<file path="config.mk">
export PLATFORM = sky130hd
export DESIGN_NAME = reactive_explore_motion_fsm
export DESIGN_NICKNAME = d
export VERILOG_FILES = /design/src/rem_pkg.sv /design/src/rem_cfg_regs.sv /design/src/rem_in_reg.sv /design/src/rem_core.sv /design/src/reactive_explore_motion_fsm.sv
export SDC_FILE = /design/constraint.sdc
export NUM_CORES = 1
export LEC_CHECK = 0
export CORE_MARGIN = 1.5
export CORE_UTILIZATION = 25
export CTS_CLUSTER_SIZE = 30
export DETAILED_ROUTE_END_ITERATION = 12
export DONT_BUFFER_PORTS = 1
export PLACE_DENSITY_LB_ADDON = 0.15
export SLEW_MARGIN = 20
export SYNTH_ARGS = -nofsm -noshare
export SYNTH_HDL_FRONTEND = slang
export SYNTH_SLANG_ARGS = --single-unit
</file>
<file path="constraint.sdc">
create_clock -name clk -period 6.9 [get_ports clk]
set_input_delay 0.69 -clock clk [delete_from_list [all_inputs] [get_ports clk]]
set_output_delay 0.69 -clock clk [all_outputs]
set_load 0.05 [all_outputs]
</file>
<file path="src/rem_pkg.sv">
// rem_pkg: shared types, codes and an angle helper for the exploration controller.
// No dependencies; imported by every module of the block.
package rem_pkg;

	localparam int TURN_UNITS = 5760;
	localparam int HALF_TURN  = 2880;

	localparam int ANG_W   = 13;
	localparam int DIST_W  = 16;
	localparam int IR_W    = 12;
	localparam int SPEED_W = 10;
	localparam int TURN_W  = 11;
	localparam int KIND_W  = 3;
	localparam int IDX_W   = 3;
	localparam int CFGD_W  = 16;
	localparam int IN_DW   = 56;
	localparam int OUT_DW  = 24;

	typedef enum logic [2:0] {
		MODE_CHECK_DOCK = 3'd0,
		MODE_UNDOCKING  = 3'd1,
		MODE_SCANNING   = 3'd2,
		MODE_ROTATING   = 3'd3,
		MODE_WALKING    = 3'd4,
		MODE_FINISHED   = 3'd5
	} mode_t;

	typedef enum logic [KIND_W-1:0] {
		K_TICK   = 3'd0,
		K_DOCK   = 3'd1,
		K_UNDOCK = 3'd2,
		K_HAZARD = 3'd3,
		K_IR     = 3'd4,
		K_ODOM   = 3'd5,
		K_SCAN   = 3'd6
	} kind_t;

	// register indexes on the config port
	localparam logic [IDX_W-1:0] CFG_STOP_DIST  = 3'd0;
	localparam logic [IDX_W-1:0] CFG_IR_THRESH  = 3'd1;
	localparam logic [IDX_W-1:0] CFG_ANGLE_TOL  = 3'd2;
	localparam logic [IDX_W-1:0] CFG_WALK_SPEED = 3'd3;
	localparam logic [IDX_W-1:0] CFG_TURN_SPEED = 3'd4;
	localparam logic [IDX_W-1:0] CFG_TIMEOUT    = 3'd5;

	typedef struct packed {
		logic [12:0] stop_distance_mm;
		logic [11:0] ir_threshold;
		logic [11:0] heading_tol;
		logic [9:0]  walk_speed;
		logic [9:0]  turn_speed;
		logic [15:0] discovery_timeout_ticks;
	} cfg_t;

	typedef struct packed {
		kind_t             kind;
		logic              event_flag;
		logic [IR_W-1:0]   ir_value;
		logic [ANG_W-1:0]  yaw_angle;      // already reduced to one turn
		logic [DIST_W-1:0] frontal_distance;
		logic [ANG_W-1:0]  target_bearing; // already reduced to one turn
	} item_t;

	// one compare-subtract; valid for v below two turns
	function automatic logic [ANG_W-1:0] fold_turn(input logic [ANG_W:0] v);
		logic [ANG_W:0] r;
		begin
			r = (v >= (ANG_W+1)'(TURN_UNITS)) ? v - (ANG_W+1)'(TURN_UNITS) : v;
			fold_turn = r[ANG_W-1:0];
		end
	endfunction

endpackage

</file>
<file path="src/rem_cfg_regs.sv">
// rem_cfg_regs: configuration register file, write-only, reset to defaults.
// Depends on rem_pkg.
module rem_cfg_regs (
	input  logic                      clk,
	input  logic                      arst_n,
	input  logic                      cfg_we,
	input  logic [rem_pkg::IDX_W-1:0]  cfg_index,
	input  logic [rem_pkg::CFGD_W-1:0] cfg_data,
	output rem_pkg::cfg_t             cfg
);
	import rem_pkg::*;

	cfg_t cfg_q;

	always_ff @(posedge clk or negedge arst_n) begin
		if (!arst_n) begin
			cfg_q.stop_distance_mm        <= 13'd500;
			cfg_q.ir_threshold            <= 12'd200;
			cfg_q.heading_tol             <= 12'd32;
			cfg_q.walk_speed              <= 10'd300;
			cfg_q.turn_speed              <= 10'd500;
			cfg_q.discovery_timeout_ticks <= 16'd4000;
		end else if (cfg_we) begin
			case (cfg_index)
				CFG_STOP_DIST:  cfg_q.stop_distance_mm        <= cfg_data[12:0];
				CFG_IR_THRESH:  cfg_q.ir_threshold            <= cfg_data[11:0];
				CFG_ANGLE_TOL:  cfg_q.heading_tol             <= cfg_data[11:0];
				CFG_WALK_SPEED: cfg_q.walk_speed              <= cfg_data[9:0];
				CFG_TURN_SPEED: cfg_q.turn_speed              <= cfg_data[9:0];
				CFG_TIMEOUT:    cfg_q.discovery_timeout_ticks <= cfg_data;
				default: ;
			endcase
		end
	end

	assign cfg = cfg_q;

endmodule

</file>
<file path="src/rem_in_reg.sv">
// rem_in_reg: input stage; unpacks the beat, folds angles into one turn, registers it.
// Depends on rem_pkg.
module rem_in_reg (
	input  logic                      clk,
	input  logic                      arst_n,
	input  logic                      s_axis_tvalid,
	output logic                      s_axis_tready,
	input  logic [rem_pkg::IN_DW-1:0]  s_axis_tdata,
	input  logic [rem_pkg::KIND_W-1:0] s_axis_tuser,
	input  logic                      adv,
	output logic                      valid_s1,
	output rem_pkg::item_t            item_s1
);
	import rem_pkg::*;

	item_t item_d;
	logic  vld_s1;

	always_comb begin
		item_d.kind             = kind_t'(s_axis_tuser);
		item_d.event_flag       = s_axis_tdata[0];
		item_d.ir_value         = s_axis_tdata[12:1];
		item_d.yaw_angle        = fold_turn({1'b0, s_axis_tdata[25:13]});
		item_d.frontal_distance = s_axis_tdata[41:26];
		item_d.target_bearing   = fold_turn({1'b0, s_axis_tdata[54:42]});
	end

	assign s_axis_tready = !vld_s1 || adv;

	always_ff @(posedge clk or negedge arst_n) begin
		if (!arst_n) begin
			vld_s1 <= 1'b0;
		end else if (s_axis_tready) begin
			vld_s1 <= s_axis_tvalid;
		end
	end

	always_ff @(posedge clk) begin
		if (s_axis_tready && s_axis_tvalid) begin
			item_s1 <= item_d;
		end
	end

	assign valid_s1 = vld_s1;

endmodule

</file>
<file path="src/rem_core.sv">
// rem_core: mode machine, sensor state and the result register.
// Depends on rem_pkg; fed by rem_in_reg and rem_cfg_regs.
module rem_core #(
	parameter int MIN_CELLS = 5
) (
	input  logic                       clk,
	input  logic                       arst_n,
	input  rem_pkg::cfg_t              cfg,
	input  logic                       valid_s1,
	input  rem_pkg::item_t             item_s1,
	output logic                       adv,
	output logic                       m_axis_tvalid,
	input  logic                       m_axis_tready,
	output logic [rem_pkg::OUT_DW-1:0]  m_axis_tdata,
	output logic                       m_axis_tlast
);
	import rem_pkg::*;

	localparam int CW = $clog2(MIN_CELLS + 2);
	localparam logic signed [ANG_W:0] HALF_S = (ANG_W+1)'(HALF_TURN);
	localparam logic signed [ANG_W:0] TURN_S = (ANG_W+1)'(TURN_UNITS);

	mode_t              mode_q, mode_n;
	logic               hazard_q, hazard_n;
	logic               scan_q, scan_n;
	logic               odom_q, odom_n;
	logic [CW-1:0]      cells_q, cells_n;
	logic [15:0]        ticks_q, ticks_n;
	logic [ANG_W-1:0]   head_q, head_n;
	logic [DIST_W-1:0]  gap_q, gap_n;
	logic [ANG_W-1:0]   bear_q, bear_n;
	logic [ANG_W-1:0]   goal_q, goal_n;

	logic               res_vld_q;
	logic [SPEED_W-1:0] lin_q;
	logic [TURN_W-1:0]  ang_q;
	logic               done_q;

	logic               go, active, quiet, tick_live;
	logic [15:0]        ticks_inc;
	logic               timeout_hit, near, stop_hit;
	logic signed [ANG_W:0] diff_raw, diff;
	logic [ANG_W-1:0]   mag;
	logic               aligned;
	logic               emit;
	logic [SPEED_W-1:0] lin_d;
	logic [TURN_W-1:0]  ang_d;
	logic               done_d;

	assign adv = !res_vld_q || m_axis_tready;
	assign go  = valid_s1 && adv && (mode_q != MODE_FINISHED);

	assign active = (mode_q == MODE_SCANNING) || (mode_q == MODE_ROTATING)
		|| (mode_q == MODE_WALKING);
	assign quiet  = !active || !scan_q;
	assign tick_live = go && (item_s1.kind == K_TICK) && !quiet;

	assign ticks_inc = (odom_q && ticks_q != 16'hFFFF) ? ticks_q + 16'd1 : ticks_q;
	assign timeout_hit = odom_q && (cells_q > CW'(MIN_CELLS))
		&& (ticks_inc > cfg.discovery_timeout_ticks);
	assign near     = (mode_q == MODE_WALKING) && (gap_q < {3'b000, cfg.stop_distance_mm});
	assign stop_hit = hazard_q || near;

	// wrapped heading error into [-half turn, +half turn], signed compares
	assign diff_raw = $signed({1'b0, goal_q}) - $signed({1'b0, head_q});
	always_comb begin
		diff = diff_raw;
		if (diff_raw > HALF_S) begin
			diff = diff_raw - TURN_S;
		end else if (diff_raw < -HALF_S) begin
			diff = diff_raw + TURN_S;
		end
	end
	assign mag     = diff[ANG_W] ? ANG_W'(-diff) : diff[ANG_W-1:0];
	assign aligned = mag <= {1'b0, cfg.heading_tol};

	// next state
	always_comb begin
		mode_n   = mode_q;
		hazard_n = hazard_q;
		scan_n   = scan_q;
		odom_n   = odom_q;
		cells_n  = cells_q;
		ticks_n  = ticks_q;
		head_n   = head_q;
		gap_n    = gap_q;
		bear_n   = bear_q;
		goal_n   = goal_q;
		if (go) begin
			case (item_s1.kind)
				K_TICK: begin
					ticks_n = ticks_inc;
					if (!quiet) begin
						if (timeout_hit) begin
							mode_n = MODE_FINISHED;
						end else if (stop_hit) begin
							if (mode_q != MODE_SCANNING) mode_n = MODE_SCANNING;
							hazard_n = 1'b0;
						end else if (mode_q == MODE_SCANNING) begin
							goal_n = fold_turn({1'b0, bear_q} + {1'b0, head_q});
							mode_n = MODE_ROTATING;
						end else if (mode_q == MODE_ROTATING && aligned) begin
							mode_n = MODE_WALKING;
						end
					end
				end
				K_DOCK: begin
					if (mode_q == MODE_CHECK_DOCK) begin
						mode_n = item_s1.event_flag ? MODE_UNDOCKING : MODE_SCANNING;
					end
				end
				K_UNDOCK: begin
					if (mode_q == MODE_UNDOCKING && item_s1.event_flag) mode_n = MODE_SCANNING;
				end
				K_HAZARD: begin
					if (active && item_s1.event_flag) hazard_n = 1'b1;
				end
				K_IR: begin
					if (active && item_s1.ir_value > cfg.ir_threshold) hazard_n = 1'b1;
				end
				K_ODOM: begin
					odom_n = 1'b1;
					if (!odom_q) ticks_n = 16'd0;
					head_n = item_s1.yaw_angle;
					if (item_s1.event_flag) begin
						if (cells_q < CW'(MIN_CELLS + 1)) cells_n = cells_q + CW'(1);
						ticks_n = 16'd0;
					end
				end
				K_SCAN: begin
					gap_n  = item_s1.frontal_distance;
					bear_n = item_s1.target_bearing;
					scan_n = 1'b1;
				end
				default: ;
			endcase
		end
	end

	// result of a live tick
	always_comb begin
		emit   = 1'b0;
		lin_d  = '0;
		ang_d  = '0;
		done_d = 1'b0;
		if (tick_live) begin
			if (timeout_hit) begin
				emit   = 1'b1;
				done_d = 1'b1;
			end else if (stop_hit) begin
				emit = 1'b1;
			end else if (mode_q == MODE_ROTATING) begin
				emit = 1'b1;
				if (!aligned) begin
					ang_d = diff[ANG_W] ? -{1'b0, cfg.turn_speed} : {1'b0, cfg.turn_speed};
				end
			end else if (mode_q == MODE_WALKING) begin
				emit  = 1'b1;
				lin_d = cfg.walk_speed;
			end
		end
	end

	always_ff @(posedge clk or negedge arst_n) begin
		if (!arst_n) begin
			mode_q    <= MODE_CHECK_DOCK;
			hazard_q  <= 1'b0;
			scan_q    <= 1'b0;
			odom_q    <= 1'b0;
			cells_q   <= '0;
			ticks_q   <= '0;
			head_q    <= '0;
			gap_q     <= 16'hFFFF;
			bear_q    <= '0;
			goal_q    <= '0;
			res_vld_q <= 1'b0;
		end else begin
			mode_q   <= mode_n;
			hazard_q <= hazard_n;
			scan_q   <= scan_n;
			odom_q   <= odom_n;
			cells_q  <= cells_n;
			ticks_q  <= ticks_n;
			head_q   <= head_n;
			gap_q    <= gap_n;
			bear_q   <= bear_n;
			goal_q   <= goal_n;
			if (adv) res_vld_q <= emit;
		end
	end

	always_ff @(posedge clk) begin
		if (adv && emit) begin
			lin_q  <= lin_d;
			ang_q  <= ang_d;
			done_q <= done_d;
		end
	end

	assign m_axis_tvalid = res_vld_q;
	assign m_axis_tdata  = {{(OUT_DW - SPEED_W - TURN_W){1'b0}}, ang_q, lin_q};
	assign m_axis_tlast  = done_q;

endmodule

</file>
<file path="src/reactive_explore_motion_fsm.sv">
// Exploration controller for a mobile robot: mode machine that turns sensor
// and timer beats into velocity commands.
// Mode and sensor state update at once, the command goes to the result register.
// Throughput: one beat per cycle while the command output is not stalled.
// Reset (arst_n low, asynchronous): check-dock mode, sensor state cleared and the gap
// at its maximum, registers at their defaults, both pipeline stages empty.
module reactive_explore_motion_fsm #(
	parameter int MIN_CELLS = 5
) (
	input  logic                       clk,
	input  logic                       arst_n,
	// configuration writes
	input  logic                       cfg_we,
	input  logic [rem_pkg::IDX_W-1:0]   cfg_index,
	input  logic [rem_pkg::CFGD_W-1:0]  cfg_data,
	// event beats
	input  logic                       s_axis_tvalid,
	output logic                       s_axis_tready,
	// event_flag[0], ir_value[12:1], yaw_angle[25:13], frontal_distance[41:26],
	// target_bearing[54:42], zero[55]
	input  logic [rem_pkg::IN_DW-1:0]   s_axis_tdata,
	// kind[2:0]
	input  logic [rem_pkg::KIND_W-1:0]  s_axis_tuser,
	// command beats
	output logic                       m_axis_tvalid,
	input  logic                       m_axis_tready,
	// linear_speed[9:0], angular_speed[20:10] (two's complement), zero[23:21]
	output logic [rem_pkg::OUT_DW-1:0]  m_axis_tdata,
	// mission_done: set only on the final stop command
	output logic                       m_axis_tlast
);
	import rem_pkg::*;

	cfg_t  cfg;
	item_t item_s1;
	logic  valid_s1;
	logic  adv;

	// Register file; the user writes it only while no beat is in flight (unchecked).
	rem_cfg_regs u_cfg (
		.clk       (clk),
		.arst_n    (arst_n),
		.cfg_we    (cfg_we),
		.cfg_index (cfg_index),
		.cfg_data  (cfg_data),
		.cfg       (cfg)
	);

	// Stage 1: input register. It refills whenever the core consumes its
	// beat, so a stalled command output only back-pressures once both the
	// result register and this stage are full.
	rem_in_reg u_in (
		.clk           (clk),
		.arst_n        (arst_n),
		.s_axis_tvalid (s_axis_tvalid),
		.s_axis_tready (s_axis_tready),
		.s_axis_tdata  (s_axis_tdata),
		.s_axis_tuser  (s_axis_tuser),
		.adv           (adv),
		.valid_s1      (valid_s1),
		.item_s1       (item_s1)
	);

	// Stage 2: mode machine and sensor state update together, the
	// command (if any) lands in the result register. Beats that give no
	// command pass through without occupying it.
	rem_core #(
		.MIN_CELLS (MIN_CELLS)
	) u_core (
		.clk           (clk),
		.arst_n        (arst_n),
		.cfg           (cfg),
		.valid_s1      (valid_s1),
		.item_s1       (item_s1),
		.adv           (adv),
		.m_axis_tvalid (m_axis_tvalid),
		.m_axis_tready (m_axis_tready),
		.m_axis_tdata  (m_axis_tdata),
		.m_axis_tlast  (m_axis_tlast)
	);

endmodule

</file>
# Word-level counts from Yosys, hierarchy flattened
# Index checks and enable logic that the tools add are counted.
# classes
magnitude_cmp	11
muxes	33
reduce_logical	47
add_sub_neg	11
eq_ne	28
bitwise_logic	7
# ops
op	count
$mux 13	4
$mux 16	3
$sub 13x13->13 const B	3
$pmux 16 s2	1
$mux 14	2
$ge 13x13->1 const B	2
$mux 3	8
$eq 3x2->1 const B	6
$eq 3x3->1 const B	6
$add 16x1->16 const B	1
$gt 16x16->1	1
$lt 16x13->1	1
$ne 16x16->1 const B	1
$reduce_and 2->1	8
$add 13x13->14	1
$add 14x14->14 const B	1
$ge 14x13->1 const B	1
$gt 14x13->1 const B	1
$logic_and 1x1->1	14
$lt 14x13->1 const B	1
$reduce_and 7->1	2
$sub 13x13->14	1
$sub 14x14->14 const B	1
$le 13x12->1	1
other kinds (29)	66
# word_totals
register_bits	235

# Depth between registers and ports, before layout
# Gate-level depths: netlist (run 1).
# logic_depth
ltp_word	14
mapped_depth	27
depth_no_buf	26

# Hierarchy
# A second synthesis (run 1) with hierarchy kept.
# hier_totals
cells_unflattened	1160
hier_area_um2	13105.1
# modules_own_cells
mod	area_each_um2	cells_each	seq_area_each_um2	n_inst
rem_core	8003.9	897	2707.6	1
rem_cfg_regs	2950.3	158	1859.3	1
rem_in_reg	2150.8	105	1766.7	1

# Worst setup path after synthesis (run 1)
# Ideal clock, no wire load.
# synth_timing
kind	register to register
from	register u_core.head_q[0]
to	register u_core.ang_q[2], data pin
path_slack_ps	1946
period_less_slack_ps	4954
required_ps	6646
setup_time_ps	254
stages_incl_launch_ff	26
arrival_ps	4700
n_path_buf	2
cell_sequence	dfrtp_1 > ha_1 > fa_1 > nand2b_1 > a21o_1 > a22o_1 > nor2_2 > o211ai_2 > nor2b_4 > o22ai_2 > a2bb2oi_4 > buf_2 > nor2_1 > a21oi_1 > ha_1 > nor2b_1 > o21a_1 > o21a_1 > o21a_1 > o21a_1 > o21a_1 > o21ai_0 > a31oi_1 > o211ai_2 > buf_4 > nor2_1
# synth_between
elab_chain_len	8
word_cells_on_any_way	12
classes_between	add/sub (4); order compare (3); mux (4); reduce/logical (1)
# synth_lines
element	line_no	source
start: declaration	rem_core.sv:29	logic [ANG_W-1:0] head_q, head_n;
start signal: assignment	rem_core.sv:184	head_q <= head_n;
$sub 13x13->14 *	rem_core.sv:65	assign diff_raw = $signed({1'b0, goal_q}) - $signed({1'b0, head_q});
$add 14x14->14 or $lt 14x13->1 (tied branches)	rem_core.sv:71, rem_core.sv:70	
$mux 14	rem_core.sv:70	end else if (diff_raw < -HALF_S) begin
$mux 14 *	rem_core.sv:68	if (diff_raw > HALF_S) begin
$neg 13->13	rem_core.sv:74	assign mag = diff[ANG_W] ? ANG_W'(-diff) : diff[ANG_W-1:0];
$mux 13	rem_core.sv:74	
$le 13x12->1	rem_core.sv:75	assign aligned = mag <= {1'b0, cfg.heading_tol};
$reduce_or 5->1 (no line)	n/a	
end signal: assignment	rem_core.sv:195	ang_q <= ang_d;
end: declaration	rem_core.sv:36	logic [TURN_W-1:0] ang_q;
# Every way passes the cells marked *; elsewhere a longest branch is shown, timed or not.
# A chain may end at the register's enable or synchronous reset.

# Worst setup path after layout (run 1)
# layout_timing
from	register u_core.head_q[0]
to	register u_core.ang_q[10], data pin
# layout_between
elab_chain_len	8
word_cells_on_any_way	12
classes_between	add/sub (4); order compare (3); mux (3); bitwise (1); reduce/logical (1)
# layout_lines
element	line_no
$sub 13x13->14 *	rem_core.sv:65
$add 14x14->14 or $lt 14x13->1 (tied branches)	rem_core.sv:71, rem_core.sv:70
$mux 14	rem_core.sv:70
$mux 14 *	rem_core.sv:68
$neg 13->13	rem_core.sv:74
$mux 13	rem_core.sv:74
$le 13x12->1	rem_core.sv:75
$reduce_or 6->1 (no line) *	n/a
# Marked as above.

==> qor.yml, run 1 <==
clkTransAtPathRegs_ns: 0.06
initial_core_util_pct: 25.3
setup_viol: 0
cts_buffers: 30
grt_max_degree: 147
fin_ws_ns: 1.27
fin_crit_sh_pct: 81.6
io_buffers: 0
clock-sinks: 235
cts_buffer_depth: 3
clkLatencyLatePin_ns: 0.58
grt-ovfl-total: 0
core_sq_um: 51400
dr.pass1.iters: 4
slowest_delay_ns: 0.56
postRouteWirelength_um: 32000
ys.flop_type: "dfrtp_1"
synth_cell_type_count: 76
drc: 0
dpl-instance-area_sq_um: 13800
wire_per_inst_um: 16.5
cts_tree: "done"
vias: 8834
outcome: "finished clean"
track_usage_pct: 12.0
row_count: 83
crit_required_ns: 7.18
dieArea_sq_um: 53500
nNetsFinal: 1401
via_per_inst: 4.57
path_common_cell: "o21a_1"
antenna_found_initial: 3
grt_pass1_wl_um: 51000
start_kind: "register"
first_iter_violations: 306
critical_path_class: "register to register"
chipWidth_um: 231
cp_cell_sequence: "ha_1, fa_1, nand2b_1, a21o_1, a22o_1, nor2_2, o211ai_2, nor2b_4, o22ai_2, a2bb2oi_4, buf_4, nor2_1, xnor2_1, ha_1, o21a_1, o21a_1, o21a_1, o21a_1, o21ai_0, a31oi_1, o211ai_2, a211oi_1"
cp-end-kind: "register"
hold_violations: 0
synth_edf_count: 80
die_h_um: 231
skew_ns: 0.0124
dp_hpwl_um: 22800
ys_seq_area_share_pct: 48.6
synthCells: 1220
maxClockFrequency_mhz: 178
cp_slowest_cell: "o211ai_2"
synthArstFlopShare_pct: 66.0
rsz0062_at_grt: "false"
p_leak_nw: 6.04
cp_max_fo: 20
cts.repair_timing.setup_buffer_count: 0
period_minus_slack_ns: 5.63
tightest_slew_ns: 1.06
p_per_area_nw_per_um2: 463
final_antenna_net_count: 0
fin_area_sq_um: 14800
gp_congestion: 0.744
netlist_area_sq_um: 13000
drv_cap: 0
ys_warn_count: 0
worstPathArrival_ns: 5.91
grt_pass1_vias: 8693
hp-class: "input port to asynchronous set/reset pin"
dp_slack_ns: 1.23
power_w: 0.00686
drive_gt1_share_pct: 16.3
ys_ff_latch: 235
area.growth.synth_to_final_pct: 13.7
ir_worst_vdd_v: 0.000249
cts_max_level: 1
finalSetupTns_ns: 0
avgSynthCellArea_sq_um: 10.7
max_slew_margin_pct: 28.9
ios: 110
report.final.slew_viol_count: 0
cts_root_buffer: "clkbuf_16"
-- critical path: cells and delay by family (launching register included) --
kind,cells,cell delay (ns)
fa+ha+maj,3,0.94
compound gates,13,2.71
buf+inv,1,0.30
flops,1,0.40
xor+xnor,1,0.13
simple gates,4,0.83
-- registers in the layout, summed over array words and instances (netlist names) --
name	flops
u_core.odom_q	1
u_core.cells_q	3
u_in.item_s1	58
u_core.mode_q	3
u_core.goal_q	13
u_core.hazard_q	1
u_core.ang_q	11
u_core.head_q	13
u_core.gap_q	16
u_core.lin_q	10
u_core.m_axis_tlast	1
u_core.scan_q	1
u_in.valid_s1	1
u_core.ticks_q	16
u_core.m_axis_tvalid	1
u_core.bear_q	13
u_cfg.cfg	73
-- repair_timing --
item	in CTS	in global routing
hold endpoints to repair	146	0
gates resized for setup	0	0
hold buffers	2	0
-- power by group --
part / internal, W / switching, W / leakage, nW
Sequential: 0.00172 / 0.000160 / 2.63
Combinational: 0.00155 / 0.00192 / 2.96
Clock: 0.000878 / 0.000627 / 0.450
Total: 0.00415 / 0.00271 / 6.04
-- cells in the final DEF (no fill, tap or decap), drive strengths merged, types with 9 or more instances in the layout --
cell / n
xnor2: 47
nor3: 28
nor2b: 25
inv: 85
and2: 9
o21ai: 102
nand3: 14
mux2: 70
dfrtp: 113
nand2: 108
ha: 89
buf: 14
and3: 17
a21o: 18
dfstp: 42
nor2: 76
o31ai: 17
o21a: 21
clkinv: 11
a31oi: 17
edfxtp: 80
xor2: 21
nand2b: 13
a21oi: 45
clkbuf: 39
nand4: 16
-- per-layer routing --
metal  global-route usage, %  part of all wire, %  vias to the layer above
li1                        -                    -                     4389
met1                    16.8                   49                     4306
met2                    19.1                   46                       97
met3                    2.05                  3.7                       40
met4                    3.35                  2.0                        2
met5                       0                0.041                        -
-- synthesized netlist by cell type (4+ instances only) --
library cell / instances / share of area [%]
a21o_1: 18 / 1.0
o211ai_1: 6 / 0.35
inv_1: 85 / 2.5
o21ai_0: 100 / 3.8
buf_4: 4 / 0.23
nand2b_1: 13 / 0.62
ha_1: 89 / 8.6
a211oi_1: 7 / 0.40
and2_1: 8 / 0.38
dfrtp_1: 113 / 22
a22o_1: 7 / 0.47
nand2_1: 107 / 3.1
o21a_1: 21 / 1.2
and3_1: 17 / 0.82
nor3_1: 28 / 1.1
xnor2_1: 46 / 3.1
edfxtp_1: 80 / 18
nand3_1: 14 / 0.54
mux2_2: 70 / 6.1
dfstp_2: 42 / 8.5
nor2b_1: 24 / 1.2
nor2_1: 75 / 2.2
a21oi_1: 42 / 1.6
nor4_1: 6 / 0.29
a31oi_1: 16 / 0.77
xor2_1: 21 / 1.4
nand3b_1: 4 / 0.23
nand4_1: 16 / 0.77
clkbuf_1: 28 / 0.81
or2_2: 4 / 0.19
buf_2: 7 / 0.27
o2111ai_1: 5 / 0.34
or3_1: 8 / 0.38
o31ai_1: 17 / 0.98
-- cell families (layout without fill, tap and decap cells) --
kind of cell,after synthesis,after routing,synth area share [%]
AND/OR/NAND/NOR,345,345,13.0
buffers and inverters,127,156,3.90
adder cells (fa/ha/maj),91,91,8.86
XOR/XNOR,68,68,4.63
flip-flops,235,235,48.6
multiplexers,74,74,6.46
other,1,6,0.0288
AO/OA/AOI/OAI,279,279,14.5
-- through the flow --
step                      util (%)  hold slack [ns]  instances
final                         28.8           0.0871       1934
after global routing          28.8            0.158       1932
after CTS                     28.8            0.150       1931
after detailed placement      26.9            0.415       1873
after global placement        26.9            0.415       1873
after floorplan                  -            0.394       1222
-- path summary, 6_finish.rpt --
path                             startpoint          endpoint  slack [ns]  cells after the start
min                                  arst_n     u_cfg.cfg[25]        0.09                      1
min in group clk           s_axis_tdata[41]  u_in.item_s1[28]        0.20                      0
min reg2reg                u_in.item_s1[37]  u_core.head_q[8]        0.45                      2
max                        u_core.head_q[0]  u_core.ang_q[10]        1.27                     22
max in group asynchronous            arst_n   u_core.gap_q[6]        5.83                      1
max reg2reg                u_core.head_q[0]  u_core.ang_q[10]        1.27                     22
-- layout make-up --
class	count	area [sq um]
sequential	235	6330
tap	680	851
antenna	3	7.51
clock buffer	39	785
inverter	85	319
clock inverter	17	165
multi-input combinational	860	6210
timing repair buffer	15	135
fill	5356	36600
Note: power is estimated with default switching activity, not from simulation.
==> run 2, diff against run 1 <==
Settings changed: ABC_AREA from default to 1.
Clock period 6.9 ns to 4.7 ns, I/O delays scaled along.
==> run 2 against run 1 <==
Against the previous run: routed wire length rose by 8.7%; maximum frequency increased by 25%; cell area grew 10%; power increased by 89%; sequential share of layout area shrank 4.1 points; core utilization up 3.0 points; clock power rose by 63%; register-to-register slack got worse by 1.1 ns; critical path depth is 11 higher; global-route usage grew 0.59 points; clock-buffer cell count fell by 6; die area barely moved.
==> qor.yml, run 2 <==
yosysMostFrequentCell: "nand2_1"
area.growth.synth_to_final_pct: 25.6
maxClockFrequency_mhz: 223
hold_violations: 0
grt_pass1_vias: 9775
slowest_delay_ns: 0.41
fin_ws_ns: 0.211
dr_wl_met3_um: 1100
core_sq_um: 51400
synthArstFlopShare_pct: 66.0
io_buffers: 0
synth_edf_count: 80
tightest_slew_ns: 0.918
worstPathArrival_ns: 4.91
clkTransAtPathRegs_ns: 0.06
fin_crit_sh_pct: 95.5
layout.cells.most_common: "nand2_1"
outcome: "finished clean"
chipWidth_um: 231
fin_area_sq_um: 16400
period_minus_slack_ns: 4.49
gp_congestion: 0.829
n_fill_cell: 5389
seqCellArea_sq_um: 6330
dr_wl_met2_um: 16700
met1Wirelength_um: 15900
nNetsFinal: 1756
track_usage_pct: 12.6
netlist_area_sq_um: 13000
skew_ns: 0.0207
dpl-instance-area_sq_um: 14200
power_w: 0.0130
cts_max_level: 1
layout_common_cells: "292 x nand2_1, 229 x inv_1, 113 x dfrtp_1, 106 x o21ai_0, 80 x edfxtp_1"
dp_slack_ns: -0.0945
die_h_um: 231
cts_buffers: 28
top_layer_used: "met4"
antenna_found_initial: 0
ys.flop_type: "dfrtp_1"
cts_buffer_depth: 3
p_leak_nw: 7.41
ir_worst_vdd_v: 0.000468
clock-sinks: 235
p_per_area_nw_per_um2: 794
dr.pass1.iters: 5
wire_per_inst_um: 15.2
dp_hpwl_um: 25100
max_slew_margin_pct: 38.6
cts_tree: "done"
grt_max_degree: 156
diodes: 0
cp-end-kind: "register"
grt_pass1_wl_um: 53300
ios: 110
grt-ovfl-total: 0
avgSynthCellArea_sq_um: 8.90
setup_viol: 0
clkLatencyLatePin_ns: 0.59
drc: 0
dieArea_sq_um: 53500
dp_cells: 2166
ys_warn_count: 0
synthCells: 1463
start_kind: "register"
hp-class: "input port to register"
yosysTopAreaCellShare_pct: 21.7
initial_core_util_pct: 25.3
largest_reg_flops: 73
first_iter_violations: 499
multi_input_area_sq_um: 6120
report.final.slew_viol_count: 0
cp_slowest_cell: "dfrtp_1"
vias: 9908
ys_seq_area_share_pct: 48.6
synth.area.top_cells: "dfrtp_1 22%, edfxtp_1 18%, nand2_1 8.8%"
drv_cap: 0
rsz0062_at_grt: "true"
row_count: 83
crit_required_ns: 5.12
final_antenna_net_count: 0
synth_common_cells: "306 x nand2_1, 235 x inv_1, 113 x dfrtp_1"
postRouteWirelength_um: 34800
final_cells: 2284
cts_root_buffer: "clkbuf_16"
cp_max_fo: 6
synth_cell_type_count: 57
ys_ff_latch: 235
yosys.area.top_type: "dfrtp_1"
critical_path_class: "register to register"
via_per_inst: 4.34
drive_gt1_share_pct: 19.5
==> run 2: changes by cell type in the layout (fill, tap and decap cells not counted), moves of 24 or more <==
cell,previous run,this run
buf_4,13,57
dlygate4sd3_1,1,47
inv_1,85,229
mux2_2,70,29
nand2_1,107,292
nand3_1,14,51
nor2b_1,24,0
xnor2_1,46,9
==> run 2: cell type report <==
class	count	area share, %
multi-input combinational	957	37.4
clock buffer	33	4.59
sequential	235	38.7
timing repair buffer	115	6.65
clock inverter	19	1.77
tap	680	5.20
inverter	245	5.67
==> run 2: critical path: cells and delay by family, from the launching register on <==
family | cells | cell delay (ns)
compound gates | 7 | 0.86
xor+xnor | 1 | 0.14
fa+ha+maj | 4 | 1.06
buf+inv | 4 | 0.30
flops | 1 | 0.41
simple gates | 17 | 1.58
==> run 2: path summary, 6_finish.rpt <==
path / slack (ns) / start / endpoint / cells after the start
max in group asynchronous: 3.44 / arst_n / u_core.head_q[9] / 2
min in group asynchronous: 0.48 / arst_n / u_core.ticks_q[9] / 2
max: 0.21 / u_core.head_q[0] / u_core.ang_q[1] / 33
max reg2reg: 0.21 / u_core.head_q[0] / u_core.ang_q[1] / 33
min: 0.06 / cfg_data[15] / u_cfg.cfg[15] / 2
min reg2reg: 0.46 / u_core.scan_q / u_core.scan_q / 2
==> run 2: where the power goes <==
| part | total, W | leakage [nW] | internal [W] | switching (W) |
|---|---|---|---|---|
| logic | 0.00768 | 4.29 | 0.00331 | 0.00437 |
| clock network | 0.00244 | 0.510 | 0.00152 | 0.000916 |
| registers | 0.00287 | 2.61 | 0.00257 | 0.000294 |
==> run 2: through the flow <==
stage	setup TNS, ns	hold slack [ns]	util (%)
finish	0	0.0589	31.8
global route	-2.84	0.0419	31.8
CTS	0	0.0217	30.6
detailed placement	-2.05	0.182	27.6
global placement	-1.87	0.180	27.6
floorplan	0	0.174	-
==> run 2: logic make-up (layout without fill, tap and decap cells) <==
logic type / count (synthesis) / in the layout / share of synthesized area [%]
simple gates: 546 / 547 / 18.3
buf+inv: 274 / 412 / 8.12
flops: 235 / 235 / 48.6
compound gates: 234 / 234 / 9.98
fa+ha+maj: 91 / 91 / 8.86
xor+xnor: 53 / 53 / 3.56
mux: 29 / 29 / 2.51
other cells: 1 / 3 / 0.0288
==> run 2: timing repair <==
item,CTS,global route
setup endpoints to repair,30,61
pin swaps,0,61
setup buffers,0,17
hold buffers,48,0
gates resized for setup,3,113
gates cloned,0,3
endpoints found under the hold margin,201,0
==> run 2: metal layers <==
layer / up-vias / track usage [%]
met5: - / 0
met2: 144 / 21.7
met1: 4662 / 16.1
met3: 54 / 1.81
li1: 5048 / -
met4: 0 / 4.51
==> run 3, diff against run 2 <==
Settings changed: PLACE_DENSITY_LB_ADDON 0.15 to default.
==> run 3 against run 2 <==
Against the previous run: clock-buffer cell count up 4; combinational power down 2%; largest power group unchanged; die area unchanged; global-route usage down 1.1 points; non-clock buffer count down 39; clock skew down 0.0016 ns; clock power down 18%; register-to-register slack worse by 0.06 ns; via count up 0.90%.
==> qor.yml, run 3 (synthesized netlist as in run 2, its figures left out) <==
outcome: "finished clean"
hold_slack_ns: 0.0316
row_count: 83
p_leak_nw: 7.12
dieArea_sq_um: 53500
final_antenna_net_count: 0
crit_path_start: "u_core.head_q[0]"
worstPathArrival_ns: 4.94
rsz0062_at_grt: "true"
chipWidth_um: 231
path_buf_inv: 4
largest_reg_flops: 73
cts_tree: "done"
final_cells: 2241
postRouteWirelength_um: 32400
ir_worst_vdd_v: 0.000571
r2r_setup_slack_ns: 0.15
initial_core_util_pct: 25.3
fin_crit_sh_pct: 96.8
drc: 0
layout.cells.most_common: "nand2_1"
clkTransAtPathRegs_ns: 0.06
fin_area_sq_um: 15700
critical_path_class: "register to register"
dp_hpwl_um: 23700
gp_congestion: 0.844
maxClockFrequency_mhz: 220
area.growth.synth_to_final_pct: 20.7
diodes: 0
tightest_slew_ns: 0.985
vias: 9997
cp-end-kind: "register"
regToRegStartpoint: "u_core.head_q[0]"
dr.pass1.iters: 5
power_w: 0.0124
path_common_cell: "nand2_4"
layout_common_cells: "289 x nand2_1, 228 x inv_1, 113 x dfrtp_1, 107 x o21ai_0, 80 x edfxtp_1"
ios: 110
first_iter_violations: 564
max_slew_margin_pct: 34.2
crit_required_ns: 5.09
drive_gt1_share_pct: 19.4
core_sq_um: 51400
dp_slack_ns: -0.137
drv_cap: 0
cp.depth: 31
slowest_delay_ns: 0.41
wire_per_inst_um: 14.5
cts_root_buffer: "clkbuf_16"
hold_violations: 0
io_buffers: 0
antenna_found_initial: 0
report.final.slew_viol_count: 0
hp-class: "input port to register"
grt_pass1_vias: 9800
period_minus_slack_ns: 4.55
cts_max_level: 1
cts_buffers: 26
clock-sinks: 235
grt_pass1_wl_um: 49700
reg2reg_to: "u_core.ang_q[1]"
cp_max_fo: 6
skew_ns: 0.0191
clkLatencyLatePin_ns: 0.54
start_kind: "register"
grt_max_degree: 156
track_usage_pct: 11.6
p_per_area_nw_per_um2: 788
setup.worst_path.end: "u_core.ang_q[1]"
via_per_inst: 4.46
fin_ws_ns: 0.150
cp_top_family: "simple AND/OR/NAND/NOR gates"
dp_cells: 2159
dpl-instance-area_sq_um: 14100
reg2regPathDepth: 31
cts_buffer_depth: 3
cp_slowest_cell: "dfrtp_1"
die_h_um: 231
nNetsFinal: 1715
setup_viol: 0
grt-ovfl-total: 0
==> run 3: cell types whose count changed in the layout (fill, tap and decap cells not counted), moves of 5 or more <==
cell	previous run	this run
bufinv_16	7	1
nand2_2	22	27
dlygate4sd3_1	47	10
buf_6	5	0
==> run 3: worst min path at each step <==
stage | start | depth (start not counted) | endpoint | slack (ns)
floorplan | arst_n | 0 | u_cfg.cfg[0] | 0.17
global placement | arst_n | 0 | u_cfg.cfg[15] | 0.19
detailed placement | arst_n | 0 | u_cfg.cfg[15] | 0.19
CTS | s_axis_tdata[0] | 0 | u_in.item_s1[54] | 0.008
global route | s_axis_tdata[32] | 0 | u_in.item_s1[19] | 0.001
finish | s_axis_tdata[0] | 0 | u_in.item_s1[54] | 0.03
==> run 3: per-layer routing <==
layer  vias to the layer above  global-route usage (%)  part of all wire [%]
li1                       4959                       -                     -
met1                      4796                    15.2                    46
met2                       202                    19.8                    48
met3                        40                    1.86                   4.0
met4                         0                    2.61                   1.8
met5                         -                       0                     0
==> run 3: power by group <==
group | switching (W) | internal [W] | leakage (nW)
sequential | 0.000296 | 0.00257 | 2.61
combinational | 0.00434 | 0.00316 | 4.10
clock | 0.000829 | 0.00117 | 0.408
==> run 3: final cells by class <==
cell class	count	area, sq um
clock inverters	11	90.1
clock buffers	37	753
repair buffers	76	671
multi-input cells	957	6090
well taps	680	851
flip-flops and latches	235	6330
inverters	245	927
fillers	5391	35700
==> run 3: through the flow <==
stage / util (%) / TNS (ns)
2_1_floorplan: - / 0
3_3_place_gp: 27.5 / -0.0932
3_5_place_dp: 27.5 / -0.713
4_1_cts: 29.4 / 0
5_1_grt: 30.6 / -2.01
6_report: 30.6 / 0
==> run 3: timing repair <==
action,CTS,global route
gates cloned,0,2
hold buffers,11,0
gates resized for setup,7,100
setup buffers,0,22
pin swaps,0,56
hold endpoints to repair,164,0
endpoints found under the setup margin,36,61
